File: src/sv/sga_pkg.sv
// Shared types and constants for the softened gravity accumulator.
package sga_pkg;

	localparam int POS_FRAC_BITS_DEF = 24;
	localparam int QUEUE_DEPTH_DEF = 4;
	localparam int EPS_W = 48;
	localparam logic [EPS_W-1:0] SOFTENING_RESET = 48'd1;

	// Input beat
	typedef struct packed {
		logic signed [31:0] target_x;
		logic signed [31:0] target_y;
		logic signed [31:0] target_z;
		logic signed [31:0] source_x;
		logic signed [31:0] source_y;
		logic signed [31:0] source_z;
		logic [31:0] source_mass;
		logic first;
		logic last;
	} sga_in_t;

	// Result beat
	typedef struct packed {
		logic signed [63:0] accel_x;
		logic signed [63:0] accel_y;
		logic signed [63:0] accel_z;
		logic signed [63:0] potential;
		logic saturated;
	} sga_out_t;

	// Classified work item held in the queue between front and back
	typedef struct packed {
		logic [31:0] mag_x;
		logic [31:0] mag_y;
		logic [31:0] mag_z;
		logic neg_x;
		logic neg_y;
		logic neg_z;
		logic [31:0] mass;
		logic first;
		logic last;
	} sga_job_t;

endpackage

File: src/sv/sga_fifo.sv
// Short job queue decoupling the front end from the back end.
module sga_fifo import sga_pkg::*; #(
	parameter int DEPTH = QUEUE_DEPTH_DEF
) (
	input  logic     clk,
	input  logic     arst_n,
	input  logic     push,
	input  sga_job_t push_data,
	output logic     full,
	output logic     valid,
	input  logic     pop,
	output sga_job_t pop_data
);

	localparam int AW = (DEPTH > 1) ? $clog2(DEPTH) : 1;
	localparam int CW = $clog2(DEPTH + 1);

	sga_job_t mem_q [DEPTH];
	logic [AW-1:0] wr_ptr_q, rd_ptr_q;
	logic [CW-1:0] count_q;
	logic do_push, do_pop;

	assign full = (count_q == CW'(DEPTH));
	assign valid = (count_q != '0);
	assign do_push = push && !full;
	assign do_pop = pop && valid;
	assign pop_data = mem_q[rd_ptr_q];

	// storage, no reset needed
	always_ff @(posedge clk) begin
		if (do_push) begin
			mem_q[wr_ptr_q] <= push_data;
		end
	end

	// pointers and fill count
	always_ff @(posedge clk or negedge arst_n) begin
		if (!arst_n) begin
			wr_ptr_q <= '0;
			rd_ptr_q <= '0;
			count_q <= '0;
		end else begin
			if (do_push) begin
				wr_ptr_q <= (wr_ptr_q == AW'(DEPTH - 1)) ? '0 : wr_ptr_q + 1'b1;
			end
			if (do_pop) begin
				rd_ptr_q <= (rd_ptr_q == AW'(DEPTH - 1)) ? '0 : rd_ptr_q + 1'b1;
			end
			if (do_push && !do_pop) begin
				count_q <= count_q + 1'b1;
			end else if (do_pop && !do_push) begin
				count_q <= count_q - 1'b1;
			end
		end
	end

endmodule

File: config.mk
export PLATFORM = sky130hd
export DESIGN_NAME = sga_fifo
export DESIGN_NICKNAME = d
export VERILOG_FILES = /design/src/sv/sga_pkg.sv /design/src/sv/sga_fifo.sv
export SDC_FILE = /design/constraint.sdc
export NUM_CORES = 1
export LEC_CHECK = 0
export ABC_AREA = 1
export BUFFER_PORTS_ARGS = -buffer_cell sky130_fd_sc_hd__buf_2
export CORE_MARGIN = 10
export CORE_UTILIZATION = 40
export DETAILED_ROUTE_END_ITERATION = 8
export PLACE_DENSITY_LB_ADDON = 0.1
export SKIP_LAST_GASP = 1
export SYNTH_ARGS = -nofsm -noshare
export SYNTH_HDL_FRONTEND = slang
export SYNTH_SLANG_ARGS = --single-unit
File: constraint.sdc
create_clock -name clk -period 7.4 [get_ports clk]
set_input_delay 0 -clock clk [delete_from_list [all_inputs] [get_ports clk]]
set_output_delay 0 -clock clk [all_outputs]
set_load 0.02 [all_outputs]
==> impl_metrics.py <==
metrics = {
    "outcome": {
        "status": "completed",
    },
    "power": {
        "intPower_mw": 6.68,
        "power_frac_seq": 0.396,
        "switchingPower_mw": 4.02,
        "cellPowerDensity_nw_per_um2": 400,
        "combPwrFrac": 0.354,
        "p_clk_frac": 0.250,
        "p_leak_nw": 10.5,
        "ir_drop_mv": 0.271,
        "p_total_mw": 10.7,
        "swShare": 0.376,
    },
    "sta": {
        "fin_setup_tns_ns": 0,
        "relSlewSlack": 0.122,
        "finalHoldViolCount": 0,
        "timing.hold.ws_ns": 0.151,
        "fin_crit_sh": 0.468,
        "max_freq_mhz": 289,
        "worstMarginPinSlew_ns": 1.32,
        "setup_ws_ns": 3.94,
        "setup_viol": 0,
        "clock_skew_ns": 0.0132,
        "drv_slew": 0,
        "rsz0062_at_grt": "false",
        "period_minus_slack_ns": 3.46,
    },
    "job": {
        "max_cap_violations": 0,
    },
    "critical_path": {
        "path_depth": 5,
        "critPathCapture": "pop_data[111]",
        "ff2ff_path_depth": 5,
        "path_cells": "inv_4 -> buf_4 -> o211ai_1 -> nand2_1 -> buf_2",
        "endpoint_kind": "output port",
        "arrival_ns": 3.46,
        "cp_top_family": "buffers and inverters",
        "critPathMaxFanout": 74,
        "path_class": "register to output port",
        "critPathBufInv": 3,
        "timing.rr.end": "mem_q[2][91]",
        "start_kind": "register",
        "required_ns": 7.40,
        "regToRegSetupSlack_ns": 4.34,
        "timing.rr.start": "count_q[0]",
        "cp-startpoint": "rd_ptr_q[1]",
        "cpPeakStageDelay_ns": 0.80,
        "cp_slowest_cell": "buf_4",
    },
    "synthesis": {
        "synthArstFlopShare": 0.0130,
        "synth_compound_area_frac": 0.105,
        "syn_inst": 1611,
        "synth_area_leader_cell": "edfxtp_1",
        "synth_top_family_by_area": "compound AO/OA/AOI/OAI gates",
        "synth_area_leaders": "edfxtp_1, o211ai_1, nand2_1, inv_1, o211ai_2",
        "synth_edf_count": 532,
        "yosysSeqAreaShare": 0.740,
        "muxShareOfSynthArea": 0,
        "synth-adder-area-share": 0.00436,
        "synth-xor-area-share": 0.000401,
        "ys_types": 19,
        "synth_simple_gate_area_frac": 0.0742,
        "yosysMostFrequentCell": "edfxtp_1",
        "syn-num-nets": 1755,
        "syn-cell-area_um2": 21800,
        "yosysTopAreaCellShare": 0.732,
        "synthTopCellsByCount": "edfxtp_1, nand2_1, inv_1",
        "syn_avg_cell_area_um2": 13.5,
        "synth_flop_cell": "edfxtp_1",
        "ys_ff_latch": 539,
        "yosysWarnings": 0,
    },
    "detailed_routing": {
        "drc": 0,
        "dr.pass1.iters": 5,
        "wire_per_inst_um": 17.8,
        "routed_wl_mm": 48.9,
        "first_iter_violations": 691,
        "final_antenna_net_count": 0,
        "route.vias.total": 13000,
        "post_drt_via_cell_ratio": 4.73,
    },
    "clock_tree": {
        "numCtsBuffers": 58,
        "ctsHtreeMaxLevel": 2,
        "clk_pin_slew_worst_paths_ns": 0.06,
        "cts_tree": "yes",
        "cts.sinks": 539,
        "cts-root-buf": "clkbuf_16",
        "clock_latency_ns": 0.60,
        "clockBufferDepth": 3,
        "cts_setup_buffers": 0,
    },
    "layout": {
        "synthToLayoutAreaGrowth_pct": 22.5,
        "finalNetCount": 2148,
        "drive_above_1_share": 0.204,
        "postLayoutCellArea_um2": 26700,
    },
    "place": {
        "placement.io_buffers": 271,
        "gp_congestion": 0.726,
        "preCtsSetupSlack_ns": 4.26,
        "postPlaceCellArea_um2": 23600,
        "dpl.hpwl_mm": 27.3,
    },
    "global_routing": {
        "grt_pass1_vias": 13200,
        "grtUsageTotal": 0.152,
        "overflow": 0,
        "antenna_found_initial": 3,
        "grt_max_degree": 261,
        "grt_first_pass_wirelength_mm": 76.2,
    },
    "floorplan": {
        "core_um2": 53900,
        "dieWidth_um": 254,
        "start_util": 0.405,
        "fp.dieH_um": 254,
        "die_area_um2": 64300,
        "io_pins": 272,
        "rows": 85,
    },
    "min_path": {
        "min_path_type": "primary input to register",
    },
}
## layout by cell type, fill, tap and decap left out, drive strengths merged
master and count:
o211ai 266, diode 1, clkbuf 81, nand4 1, dlygate4sd3 137, edfxtp 532, o21ai 1, clkinv 19
bufinv 3, buf 284, inv 282, dfrtp 7, fa 1, xnor2 1, nand2 414, ha 6
nand3 7, nor2 6, clkinvlp 1
## area by class of cell
class	count	area [um2]
fill	4754	27200
sequential	539	16200
multi-input combinational	703	4030
timing repair buffer	421	2850
clock buffer	81	1560
inverter	281	1060
tap	696	871
clock inverter	24	186
antenna	1	2.50
## repair_timing
action                    CTS  global route
resized for setup           0             0
hold buffers              137             0
hold endpoints to repair  545             0
## power groups by stage
stage	registers [mW]	logic, mW	clock network (mW)
CTS	4.24	3.91	2.78
global placement	4.29	3.82	0
floorplan	4.30	2.73	0
finish	4.23	3.79	2.67
detailed placement	4.30	3.84	0
global route	4.29	4.21	2.90
## metal layers
layer  routed length, um  vias up  part of all wire  GRT usage
met5                  14        -           0.00029          0
met4                 930        4             0.019     0.0397
met3                2790       64             0.057     0.0368
met2               23900      273              0.49      0.256
met1               21200     6241              0.43      0.194
li1                    -     6407                 -          -
## worst register-to-register path, delay by kind of cell, from the launching register on
kind,cells,cell delay [ns]
DFF,1,0.41
and+or+nand+nor,3,1.20
buffers and inverters,2,0.93
## kinds of logic (layout without fill, tap and decap cells)
group	Yosys count	in the layout
simple gates	428	428
fa+ha+maj	7	7
xor+xnor	1	1
other cells	0	1
flops	539	539
compound gates	267	267
buf+inv	369	807
## per-stage QoR
| stage | instances | utilization |
|---|---|---|
| after floorplan | 1611 | - |
| after global placement | 2503 | 0.438 |
| after detailed placement | 2503 | 0.438 |
| after CTS | 2745 | 0.495 |
| after global routing | 2746 | 0.496 |
| final | 2746 | 0.496 |
## sequential cells by signal (all words and copies together) (netlist names)
name	flops
wr_ptr_q	2
mem_q	532
count_q	3
rd_ptr_q	2
## worst min-delay path by stage
stage	endpoint	startpoint	depth (start not counted)	slack, ns
after floorplan	count_q[0]	arst_n	0	-0.30
after global placement	rd_ptr_q[0]	arst_n	1	-0.15
after detailed placement	rd_ptr_q[0]	arst_n	1	-0.15
after CTS	mem_q[2][47]	push_data[47]	2	0.11
after global routing	mem_q[0][110]	push_data[110]	2	0.13
final	mem_q[3][99]	push_data[99]	2	0.15
Power figures use the tool's default switching activity.
